## src/sv/bcwq_pkg.sv

```systemverilog
`default_nettype none

package bcwq_pkg;

    typedef enum logic [1:0] {
        STATUS_OK      = 2'd0,
        STATUS_INVALID = 2'd1,
        STATUS_FULL    = 2'd2,
        STATUS_NOMATCH = 2'd3
    } status_t;

    localparam logic FUNC_BLOCK   = 1'b0;
    localparam logic FUNC_UNBLOCK = 1'b1;

    localparam int CLIENT_W = 16;
    localparam int REF_W    = 32;
    localparam int KIND_W   = 4;
    localparam int COUNT_W  = 6;

    typedef struct packed {
        logic [CLIENT_W-1:0] client;
        logic [REF_W-1:0]    storage_ref;
        logic [KIND_W-1:0]   kind;
    } entry_t;

endpackage

`default_nettype wire

```

## src/sv/blocked_client_wait_queue_core.sv

```systemverilog
`default_nettype none

// Ordered wait queue of blocked clients held as a linked list in two
// single-port-read memories (entry data and next-slot links) with a registered
// read. A block request goes through S_BLOCK, and also through S_POP (one extra
// link read) once slots are being reused from the free list. An unblock request
// goes through S_UNBLK and walks the list from the oldest entry in S_WALK up to
// the first match, which S_FREE releases, or to the last entry when nothing
// matches: the walk reads one entry per cycle, following the next-slot links.
// One request is in work at a time; a new request is taken while the previous
// result still waits in the output register.
module blocked_client_wait_queue_core #(
    parameter int CAPACITY = 32
) (
    input  wire logic                          clk,
    input  wire logic                          rst_n,
    input  wire logic                          in_valid,
    output logic                               in_ready,
    input  wire logic                          func,
    input  wire logic                          client_present,
    input  wire logic [bcwq_pkg::CLIENT_W-1:0] client_id,
    input  wire logic [bcwq_pkg::REF_W-1:0]    storage_ref,
    input  wire logic [bcwq_pkg::KIND_W-1:0]   notify_kind,
    output logic                               out_valid,
    input  wire logic                          out_ready,
    output logic [1:0]                         status,
    output logic [bcwq_pkg::CLIENT_W-1:0]      unblocked_client,
    output logic [bcwq_pkg::COUNT_W-1:0]       blocked_count
);

    localparam int SLOT_W = (CAPACITY > 1) ? $clog2(CAPACITY) : 1;
    localparam int OCC_W  = $clog2(CAPACITY + 1);
    localparam logic [OCC_W-1:0] CAP_OCC = OCC_W'(CAPACITY);

    typedef enum logic [2:0] {
        S_IDLE,
        S_BLOCK,
        S_POP,
        S_UNBLK,
        S_WALK,
        S_FREE
    } state_t;

    state_t state_reg, state_next;

    logic                          present_reg, present_next;
    logic [bcwq_pkg::CLIENT_W-1:0] id_reg, id_next;
    logic [bcwq_pkg::REF_W-1:0]    ref_reg, ref_next;
    logic [bcwq_pkg::KIND_W-1:0]   kind_reg, kind_next;

    logic [SLOT_W-1:0] head_reg, head_next;
    logic [SLOT_W-1:0] tail_reg, tail_next;
    logic [SLOT_W-1:0] free_head_reg, free_head_next;
    logic [SLOT_W-1:0] cur_reg, cur_next;
    logic [SLOT_W-1:0] prev_reg, prev_next;
    logic [OCC_W-1:0]  occ_reg, occ_next;
    logic [OCC_W-1:0]  fresh_reg, fresh_next;
    logic [OCC_W-1:0]  n_reg, n_next;
    logic [bcwq_pkg::CLIENT_W-1:0] hit_client_reg, hit_client_next;

    logic                          out_valid_reg, out_valid_next;
    bcwq_pkg::status_t             status_reg, status_next;
    logic [bcwq_pkg::CLIENT_W-1:0] client_out_reg, client_out_next;
    logic [bcwq_pkg::COUNT_W-1:0]  count_reg, count_next;

    // memories
    bcwq_pkg::entry_t  data_mem [CAPACITY];
    logic [SLOT_W-1:0] link_mem [CAPACITY];
    bcwq_pkg::entry_t  data_rdata;
    logic [SLOT_W-1:0] link_rdata;
    logic              rd_en;
    logic [SLOT_W-1:0] rd_addr;
    logic              data_we;
    logic [SLOT_W-1:0] data_waddr;
    bcwq_pkg::entry_t  data_wdata;
    logic              link_we;
    logic [SLOT_W-1:0] link_waddr;
    logic [SLOT_W-1:0] link_wdata;

    logic                          can_emit;
    logic                          hit;
    logic                          do_append;
    logic [SLOT_W-1:0]             append_slot;
    logic                          emit_en;
    bcwq_pkg::status_t             emit_status;
    logic [bcwq_pkg::CLIENT_W-1:0] emit_client;
    logic [OCC_W-1:0]              emit_count;
    logic [OCC_W+bcwq_pkg::COUNT_W-1:0] count_ext;

    always_ff @(posedge clk)
    begin
        if (data_we)
        begin
            data_mem[data_waddr] <= data_wdata;
        end
        if (rd_en)
        begin
            data_rdata <= data_mem[rd_addr];
        end
    end

    always_ff @(posedge clk)
    begin
        if (link_we)
        begin
            link_mem[link_waddr] <= link_wdata;
        end
        if (rd_en)
        begin
            link_rdata <= link_mem[rd_addr];
        end
    end

    assign can_emit = !out_valid_reg || out_ready;
    assign hit = (data_rdata.storage_ref == ref_reg) && (data_rdata.kind == kind_reg);
    assign data_wdata = '{client: id_reg, storage_ref: ref_reg, kind: kind_reg};
    assign count_ext = {{bcwq_pkg::COUNT_W{1'b0}}, emit_count};

    always_comb
    begin
        state_next      = state_reg;
        present_next    = present_reg;
        id_next         = id_reg;
        ref_next        = ref_reg;
        kind_next       = kind_reg;
        head_next       = head_reg;
        tail_next       = tail_reg;
        free_head_next  = free_head_reg;
        cur_next        = cur_reg;
        prev_next       = prev_reg;
        occ_next        = occ_reg;
        fresh_next      = fresh_reg;
        n_next          = n_reg;
        hit_client_next = hit_client_reg;
        out_valid_next  = out_valid_reg && !out_ready;
        status_next     = status_reg;
        client_out_next = client_out_reg;
        count_next      = count_reg;

        rd_en       = 1'b0;
        rd_addr     = cur_reg;
        data_we     = 1'b0;
        data_waddr  = tail_reg;
        link_we     = 1'b0;
        link_waddr  = tail_reg;
        link_wdata  = cur_reg;
        do_append   = 1'b0;
        append_slot = free_head_reg;
        emit_en     = 1'b0;
        emit_status = bcwq_pkg::STATUS_OK;
        emit_client = '0;
        emit_count  = occ_reg;

        case (state_reg)
            S_IDLE:
            begin
                if (in_valid)
                begin
                    present_next = client_present;
                    id_next      = client_id;
                    ref_next     = storage_ref;
                    kind_next    = notify_kind;
                    state_next   = (func == bcwq_pkg::FUNC_UNBLOCK) ? S_UNBLK : S_BLOCK;
                end
            end
            S_BLOCK:
            begin
                if (!present_reg || occ_reg == CAP_OCC)
                begin
                    if (can_emit)
                    begin
                        emit_en     = 1'b1;
                        emit_status = present_reg ? bcwq_pkg::STATUS_FULL
                                                  : bcwq_pkg::STATUS_INVALID;
                        state_next  = S_IDLE;
                    end
                end
                else if (fresh_reg < CAP_OCC)
                begin
                    // never-used slots go out first
                    if (can_emit)
                    begin
                        do_append   = 1'b1;
                        append_slot = fresh_reg[SLOT_W-1:0];
                        fresh_next  = fresh_reg + 1'b1;
                        state_next  = S_IDLE;
                    end
                end
                else
                begin
                    rd_en      = 1'b1;
                    rd_addr    = free_head_reg;
                    state_next = S_POP;
                end
            end
            S_POP:
            begin
                if (can_emit)
                begin
                    do_append      = 1'b1;
                    append_slot    = free_head_reg;
                    free_head_next = link_rdata;
                    state_next     = S_IDLE;
                end
            end
            S_UNBLK:
            begin
                if (occ_reg == '0)
                begin
                    if (can_emit)
                    begin
                        emit_en     = 1'b1;
                        emit_status = bcwq_pkg::STATUS_NOMATCH;
                        state_next  = S_IDLE;
                    end
                end
                else
                begin
                    rd_en      = 1'b1;
                    rd_addr    = head_reg;
                    cur_next   = head_reg;
                    prev_next  = head_reg;
                    n_next     = '0;
                    state_next = S_WALK;
                end
            end
            S_WALK:
            begin
                if (hit)
                begin
                    hit_client_next = data_rdata.client;
                    // unlink the match; its slot joins the free list in S_FREE
                    if (n_reg == '0)
                    begin
                        head_next = link_rdata;
                    end
                    else
                    begin
                        link_we    = 1'b1;
                        link_waddr = prev_reg;
                        link_wdata = link_rdata;
                        if (cur_reg == tail_reg)
                        begin
                            tail_next = prev_reg;
                        end
                    end
                    state_next = S_FREE;
                end
                else if (n_reg + 1'b1 == occ_reg)
                begin
                    if (can_emit)
                    begin
                        emit_en     = 1'b1;
                        emit_status = bcwq_pkg::STATUS_NOMATCH;
                        state_next  = S_IDLE;
                    end
                end
                else
                begin
                    prev_next = cur_reg;
                    cur_next  = link_rdata;
                    n_next    = n_reg + 1'b1;
                    rd_en     = 1'b1;
                    rd_addr   = link_rdata;
                end
            end
            S_FREE:
            begin
                if (can_emit)
                begin
                    link_we        = 1'b1;
                    link_waddr     = cur_reg;
                    link_wdata     = free_head_reg;
                    free_head_next = cur_reg;
                    occ_next       = occ_reg - 1'b1;
                    if (occ_reg == OCC_W'(1))
                    begin
                        head_next = '0;
                        tail_next = '0;
                    end
                    emit_en     = 1'b1;
                    emit_client = hit_client_reg;
                    emit_count  = occ_reg - 1'b1;
                    state_next  = S_IDLE;
                end
            end
            default:
            begin
                state_next = S_IDLE;
            end
        endcase

        if (do_append)
        begin
            data_we    = 1'b1;
            data_waddr = append_slot;
            if (occ_reg == '0)
            begin
                head_next = append_slot;
            end
            else
            begin
                link_we    = 1'b1;
                link_waddr = tail_reg;
                link_wdata = append_slot;
            end
            tail_next  = append_slot;
            occ_next   = occ_reg + 1'b1;
            emit_en    = 1'b1;
            emit_count = occ_reg + 1'b1;
        end

        if (emit_en)
        begin
            out_valid_next  = 1'b1;
            status_next     = emit_status;
            client_out_next = emit_client;
            count_next      = count_ext[bcwq_pkg::COUNT_W-1:0];
        end
    end

    always_ff @(posedge clk or negedge rst_n)
    begin
        if (!rst_n)
        begin
            state_reg      <= S_IDLE;
            present_reg    <= 1'b0;
            id_reg         <= '0;
            ref_reg        <= '0;
            kind_reg       <= '0;
            head_reg       <= '0;
            tail_reg       <= '0;
            free_head_reg  <= '0;
            cur_reg        <= '0;
            prev_reg       <= '0;
            occ_reg        <= '0;
            fresh_reg      <= '0;
            n_reg          <= '0;
            hit_client_reg <= '0;
            out_valid_reg  <= 1'b0;
            status_reg     <= bcwq_pkg::STATUS_OK;
            client_out_reg <= '0;
            count_reg      <= '0;
        end
        else
        begin
            state_reg      <= state_next;
            present_reg    <= present_next;
            id_reg         <= id_next;
            ref_reg        <= ref_next;
            kind_reg       <= kind_next;
            head_reg       <= head_next;
            tail_reg       <= tail_next;
            free_head_reg  <= free_head_next;
            cur_reg        <= cur_next;
            prev_reg       <= prev_next;
            occ_reg        <= occ_next;
            fresh_reg      <= fresh_next;
            n_reg          <= n_next;
            hit_client_reg <= hit_client_next;
            out_valid_reg  <= out_valid_next;
            status_reg     <= status_next;
            client_out_reg <= client_out_next;
            count_reg      <= count_next;
        end
    end

    assign in_ready         = (state_reg == S_IDLE);
    assign out_valid        = out_valid_reg;
    assign status           = status_reg;
    assign unblocked_client = client_out_reg;
    assign blocked_count    = count_reg;

endmodule

`default_nettype wire

```

## config.mk

```make
export PLATFORM = sky130hd
export DESIGN_NAME = blocked_client_wait_queue_core
export DESIGN_NICKNAME = d
export VERILOG_FILES = /design/src/sv/bcwq_pkg.sv /design/src/sv/blocked_client_wait_queue_core.sv
export SDC_FILE = /design/constraint.sdc
export NUM_CORES = 2
export LEC_CHECK = 0
export BUFFER_PORTS_ARGS = -buffer_cell sky130_fd_sc_hd__buf_2
export CORE_MARGIN = 10
export CORE_UTILIZATION = 43
export DETAILED_ROUTE_END_ITERATION = 10
export PLACE_DENSITY_LB_ADDON = 0.08
export SYNTH_ARGS = -nofsm -noshare
export SYNTH_HDL_FRONTEND = slang
export SYNTH_SLANG_ARGS = --single-unit
```

## constraint.sdc

```tcl
create_clock -name clk -period 13.6 [get_ports clk]
set_input_delay 1.36 -clock clk [delete_from_list [all_inputs] [get_ports clk]]
set_output_delay 1.36 -clock clk [all_outputs]
set_load 0.01 [all_outputs]
```

Word level (Yosys, flattened, before mapping):

Memory sizes are Yosys's and may differ from the RTL's. A register that Yosys moved wholly into a read port is not among the register bits.
Cells that the tools add are included.

* bits in registers: 140
* RAM bits: 1824
* input bits: 58
* output and inout bits: 26
* word-level logic and storage cells: 168
* memories kept: 2

* $add $sub $neg: 4
* order comparisons: 1
* equal/unequal tests: 23
* muxes and demuxes: 98
* bitwise gates (word level): 1
* reductions and logical operators: 21

Memory list
* data_mem: depth 32, bits a word 52, rd ports 1, clocked after Yosys merged registers in 1, write ports 1, RTL line blocked_client_wait_queue_core.sv:67 `bcwq_pkg::entry_t data_mem [CAPACITY];`
* link_mem: depth 32, bits a word 5, rd ports 1, clocked after Yosys merged registers in 1, write ports 1, RTL line blocked_client_wait_queue_core.sv:68 `logic [SLOT_W-1:0] link_mem [CAPACITY];`

Operators by type and width (count)
* $mux W5: 37
* $pmux W5 S2: 7
* $mux W6: 6
* $eq A32 B32 Y1: 1
* $mux W16: 2
* $mux W1: 23
* $mux W3: 7
* $add A6 B1 Y6 const B: 3
* $ne A3 B3 Y1 const B: 6
* $mux W2: 8
* $pmux W3 S5: 1
* $pmux W5 S3: 1
* $logic_not A6 Y1: 2
* $ne A2 B2 Y1 const B: 6
* $pmux W6 S2: 1
* $reduce_and A4 Y1: 2
* $eq A3 B2 Y1 const B: 2
* $eq A3 B3 Y1 const B: 2
* $eq A6 B1 Y1 const B: 1
* $eq A6 B6 Y1: 1
* $eq A6 B6 Y1 const B: 1
* $lt A6 B6 Y1 const B: 1
* $pmux W2 S3: 1
* $reduce_and A2 Y1: 3
* 17 further kinds: 23

Logic depth before layout (Yosys ltp):

* word-level depth: 9
* mapped depth: 16
* depth with buffers taken out: 12

Worst setup path after synthesis:

No wires, ideal clock.

* kind: input-to-reg
* from: input port out_ready
* to: memory data_mem[20][0] in the netlist's numbering (enable)
* setup time: 0.462 ns
* arrival time: 5.412 ns
* data required time: 13.138 ns
* slack: 7.726 ns
* stages: 9
* buffers on the path: 1
* cell sequence: nand2b_1 nand2b_1 nor3_1 clkbuf_1 mux2i_1 nand2_1 o21a_1 or2_2 nor2_1

* longest elaborated chain between the ends: 8
* elaborated cells on any way between the ends: 13
* those cells by class: 12 x mux; 1 x reduce/logical

Ends and longest elaborated chain
* from (decl): RTL line blocked_client_wait_queue_core.sv:25 `input wire logic out_ready,`
* $logic_or A1 B1 Y1 (*): RTL line blocked_client_wait_queue_core.sv:114 `assign can_emit = !out_valid_reg || out_ready;`
* $mux W1: RTL line blocked_client_wait_queue_core.sv:181, blocked_client_wait_queue_core.sv:198
* $mux W1: RTL line blocked_client_wait_queue_core.sv:178 `else if (fresh_reg < CAP_OCC)`
* $mux W1: RTL line blocked_client_wait_queue_core.sv:168 `if (!present_reg || occ_reg == CAP_OCC)`
* $pmux W1 S2: RTL line blocked_client_wait_queue_core.sv:154 `case (state_reg)`
* $mux W1: RTL line blocked_client_wait_queue_core.sv:293 `if (do_append)`
* $mux W1: RTL line blocked_client_wait_queue_core.sv:92 `if (data_we)`
* $mux W1 (not written as such): RTL line blocked_client_wait_queue_core.sv:94 `data_mem[data_waddr] <= data_wdata;`
* to (decl): RTL line blocked_client_wait_queue_core.sv:67

Every way passes the cells marked *; elsewhere a longest branch is shown, timed or not.

Final worst setup path:

* from: register ref_reg[13] in the netlist's numbering
* to: register data_rdata[26] (netlist name)

* longest elaborated chain between the ends: 4
* elaborated cells on any way between the ends: 6
* those cells by class: 1 x eq/ne; 4 x mux; 1 x reduce/logical

Ends and longest elaborated chain
* from (decl): RTL line blocked_client_wait_queue_core.sv:48 `logic [bcwq_pkg::REF_W-1:0] ref_reg, ref_next;`
* from (signal assigned): RTL line blocked_client_wait_queue_core.sv:350 `ref_reg <= ref_next;`
* $eq A32 B32 Y1 (*): RTL line blocked_client_wait_queue_core.sv:115 `assign hit = (data_rdata.storage_ref == ref_reg) && (data_rdata.kind == kind_reg);`
* $logic_and A1 B1 Y1 (*): RTL line blocked_client_wait_queue_core.sv:115
* $mux W5 / $mux W1 (equally long branches)
* $pmux W5 S3 / $pmux W1 S3 (equally long branches): RTL line blocked_client_wait_queue_core.sv:154

Marks and branches as above.
A chain may end at the register's enable or synchronous reset.

==> flow_metrics.env <==
export IMPL_ios=84
export IMPL_cts_buffer_depth=3
export IMPL_vias_per_cell=5.734
export IMPL_avgSynthCellArea_um2=14.90
export IMPL_relSlewSlack_pct=9.587
export IMPL_grt_ovfl_total=0
export IMPL_drv_cap=0
export IMPL_pwr_share_comb_pct=32.0
export IMPL_internal_power_mw=13.20
export IMPL_finalPower_mw=20.98
export IMPL_drt_wl_total_um=239100
export IMPL_place_gp_congestion=0.8511
export IMPL_fin_crit_ns=7.816
export IMPL_post_synth_top_area_fraction_pct=71.57
export IMPL_fin_crit_sh_pct=57.47
export IMPL_antenna_found_initial=11
export IMPL_irDropWorstVdd_v=0.0002145
export IMPL_mostFrequentLayoutCells="1881 x edfxtp_1, 1002 x nand2_1, 378 x nand3_1, 378 x mux2i_1, 212 x clkbuf_16"
export IMPL_cts_tree="done"
export IMPL_endpoint_kind="register"
export IMPL_dp_hpwl_um=122800
export IMPL_crit_buf_inv=2
export IMPL_setup_viol_count_final=0
export IMPL_crit_type="register to register"
export IMPL_cts_resized=0
export IMPL_start_util_pct=43.15
export IMPL_portBuffers=83
export IMPL_cts_buffers=211
export IMPL_postCtsSetupRepairBufs=0
export IMPL_syn_area_um2=78920
export IMPL_cp_data_required_time_ns=14.14
export IMPL_grt_pass1_vias=44690
export IMPL_cpMaxStageDelayCell="nor3_1"
export IMPL_hp_class="input port to async pin"
export IMPL_max_freq_mhz=128.0
export IMPL_clkPwrFrac_pct=26.2
export IMPL_num_nets_final=5502
export IMPL_largest_register_ffs=1664
export IMPL_finalHoldViolCount=0
export IMPL_rows=157
export IMPL_top_regs="data_mem: 1664 flops, link_mem: 160 flops, data_rdata: 52 flops"
export IMPL_grt_pass1_wl_um=335000
export IMPL_drc_errors=0
export IMPL_root_buffer="clkbuf_16"
export IMPL_max_stage_delay_ns=0.98
export IMPL_total_leakage_power_nw=29.70
export IMPL_worst_slew_pin_slew_ns=1.356
export IMPL_rsz0062_at_grt="no"
export IMPL_ant_nets=0
export IMPL_top_register="data_mem"
export IMPL_slew_violations=0
export IMPL_dieArea_um2=201100
export IMPL_p_seq_share_pct=41.9
export IMPL_ys_warn_count=0
export IMPL_post_drt_wl_per_cell_um=29.57
export IMPL_firstDrtPassIters=5
export IMPL_die_h_um=448.4
export IMPL_core_area_um2=182900
export IMPL_synth_area_leaders="edfxtp_1 72%, mux2i_1 4.8%, nand2_1 4.8%"
export IMPL_placed_area_um2=82680
export IMPL_drive_gt1_share_pct=12.24
export IMPL_synth_async_sr_flop_share_pct=6.927
export IMPL_outcome="completed"
export IMPL_clk_pin_slew_ns=0.06
export IMPL_grt_usage_pct=23.31
export IMPL_syn_num_nets=5361
export IMPL_synth_distinct_cells=76
export IMPL_ys_flop_type="edfxtp_1"
export IMPL_crit_chain="xnor2_1 > nand4_1 > nor3_1 > nand3_1 > o221ai_1 > a21o_4 > buf_4 > buf_4 > mux2i_1 > a22oi_1 > nand4_1 > nor4_1"
export IMPL_clkSinkCount=2021
export IMPL_drt_iter0_markers=5524
export IMPL_crit_family="simple AND/OR/NAND/NOR gates"
export IMPL_cts_hold_buffers=0
export IMPL_n_fill_cell=15680
export IMPL_synth_largest_area_cell="edfxtp_1"
export IMPL_num_vias=46370
export IMPL_switching_share_pct=37.08
export IMPL_grt_max_degree=164
export IMPL_cp_arrival_ns=8.36
export IMPL_clock_latency_ns=0.85
export IMPL_final_common_cell="edfxtp_1"
export IMPL_final_area_um2=89230
export IMPL_start_kind="register"
export IMPL_syn_to_final_growth_pct=13.06
export IMPL_powerDensity_nw_per_um2=235.1
export IMPL_setup_tns_ns=0
export IMPL_ys_seq_elements=2021
export IMPL_cp_max_fo=64
export IMPL_syn_instance_count=5297
export IMPL_synth_edff_count=1881
export IMPL_power_switching_mw=7.779
export IMPL_finClkSkew_ns=0.03038
export IMPL_die_w_um=448.4
export IMPL_yosysSeqAreaShare_pct=76.01
export IMPL_htreeDepth=4
[synthesized netlist by cell type, types with 5 or more instances]
cell type and count:
and2_1 7, mux2i_1 380, a21oi_1 163, a32oi_1 50
nand2_1 1003, buf_1 19, xor2_1 6, nor3_2 5
nand3_1 378, xnor2_1 50, nand4_1 128, mux2_2 77
edfxtp_1 1881, inv_1 15, a2111oi_0 8, o22ai_1 10
a31oi_1 8, a221oi_1 5, nor2b_1 12, clkbuf_1 157
or3_1 6, and3_1 9, ha_1 6, o21ai_0 82
a222oi_1 7, nor2_1 222, dfrtp_1 140, a22o_1 17
buf_2 108, nor4_1 57, a22oi_1 150, a311oi_1 9
buf_4 13, mux4_2 16, nand2b_1 6, nor3_1 16
[worst paths after layout]
kind / depth (start not counted) / to / from / slack (ns)
worst max-delay path: 12 / data_rdata[26] / ref_reg[13] / 5.78
worst min-delay path: 1 / unblocked_client[11] / rst_n / 0.45
worst max register to register: 12 / data_rdata[26] / ref_reg[13] / 5.78
worst min register to register: 1 / hit_client_reg[10] / data_rdata[46] / 0.49
max in group asynchronous: 3 / ref_reg[19] / rst_n / 10.91
min in group clk: 1 / hit_client_reg[10] / data_rdata[46] / 0.49
[stage by stage]
step / worst slack [ns] / utilization [%] / cells / hold slack (ns)
after floorplan: 7.726 / - / 5297 / 0.4555
after global placement: 5.981 / 45.21 / 7689 / 0.4746
after detailed placement: 5.836 / 45.21 / 7689 / 0.4794
after CTS: 5.823 / 48.79 / 8084 / 0.4143
after global routing: 5.584 / 48.79 / 8086 / 0.4419
final: 5.784 / 48.79 / 8086 / 0.4509
[logic make-up (layout without fill, tap and decap cells)]
logic type / count (synthesis) / after routing / share of synthesized area [%]
buffers and inverters: 314 / 637 / 1.746
multiplexers: 473 / 473 / 6.375
AND/OR/NAND/NOR: 1875 / 1875 / 10.47
XOR/XNOR: 56 / 56 / 0.6215
flip-flops: 2021 / 2021 / 76.01
other: 0 / 2 / 0
adder cells (fa/ha/maj): 6 / 6 / 0.09512
AO/OA/AOI/OAI: 552 / 552 / 4.683
[final cells by class]
| type | count | area [um2] | area share [%] |
|---|---|---|---|
| antenna | 2 | 5.005 | 0.005609 |
| multi-input combinational | 2962 | 17990 | 20.16 |
| inverter | 15 | 56.30 | 0.06310 |
| clock buffer | 300 | 5796 | 6.495 |
| timing repair buffer | 227 | 1568 | 1.757 |
| sequential | 2021 | 59990 | 67.23 |
| clock inverter | 95 | 745.7 | 0.8357 |
| tap | 2464 | 3083 | 3.455 |
[worst register-to-register path: stages (launching register included)]
cell and delay [ns]:
dfrtp_1 0.77, xnor2_1 0.77, nand4_1 0.34, nor3_1 0.98
nand3_1 0.58, o221ai_1 0.57, a21o_4 0.60, buf_4 0.72
buf_4 0.87, mux2i_1 0.29, a22oi_1 0.22, nand4_1 0.16
nor4_1 0.65
[metal layers]
metal	vias up	global-route usage, %	part of all wire (%)
met5	-	0	0
met4	0	6.673	2.6
met3	345	3.934	7.0
met2	1774	37.75	48
met1	23860	32.47	43
li1	20390	-	-
[power groups by stage]
stage | Combinational [mW] | Sequential, mW | Clock, mW
detailed placement | 6.71 | 8.91 | 0
global placement | 6.69 | 8.90 | 0
finish | 6.70 | 8.79 | 5.49
global route | 7.21 | 8.85 | 5.83
CTS | 6.73 | 8.79 | 5.59
floorplan | 3.99 | 8.84 | 0
(Power assumes the default switching activity.)
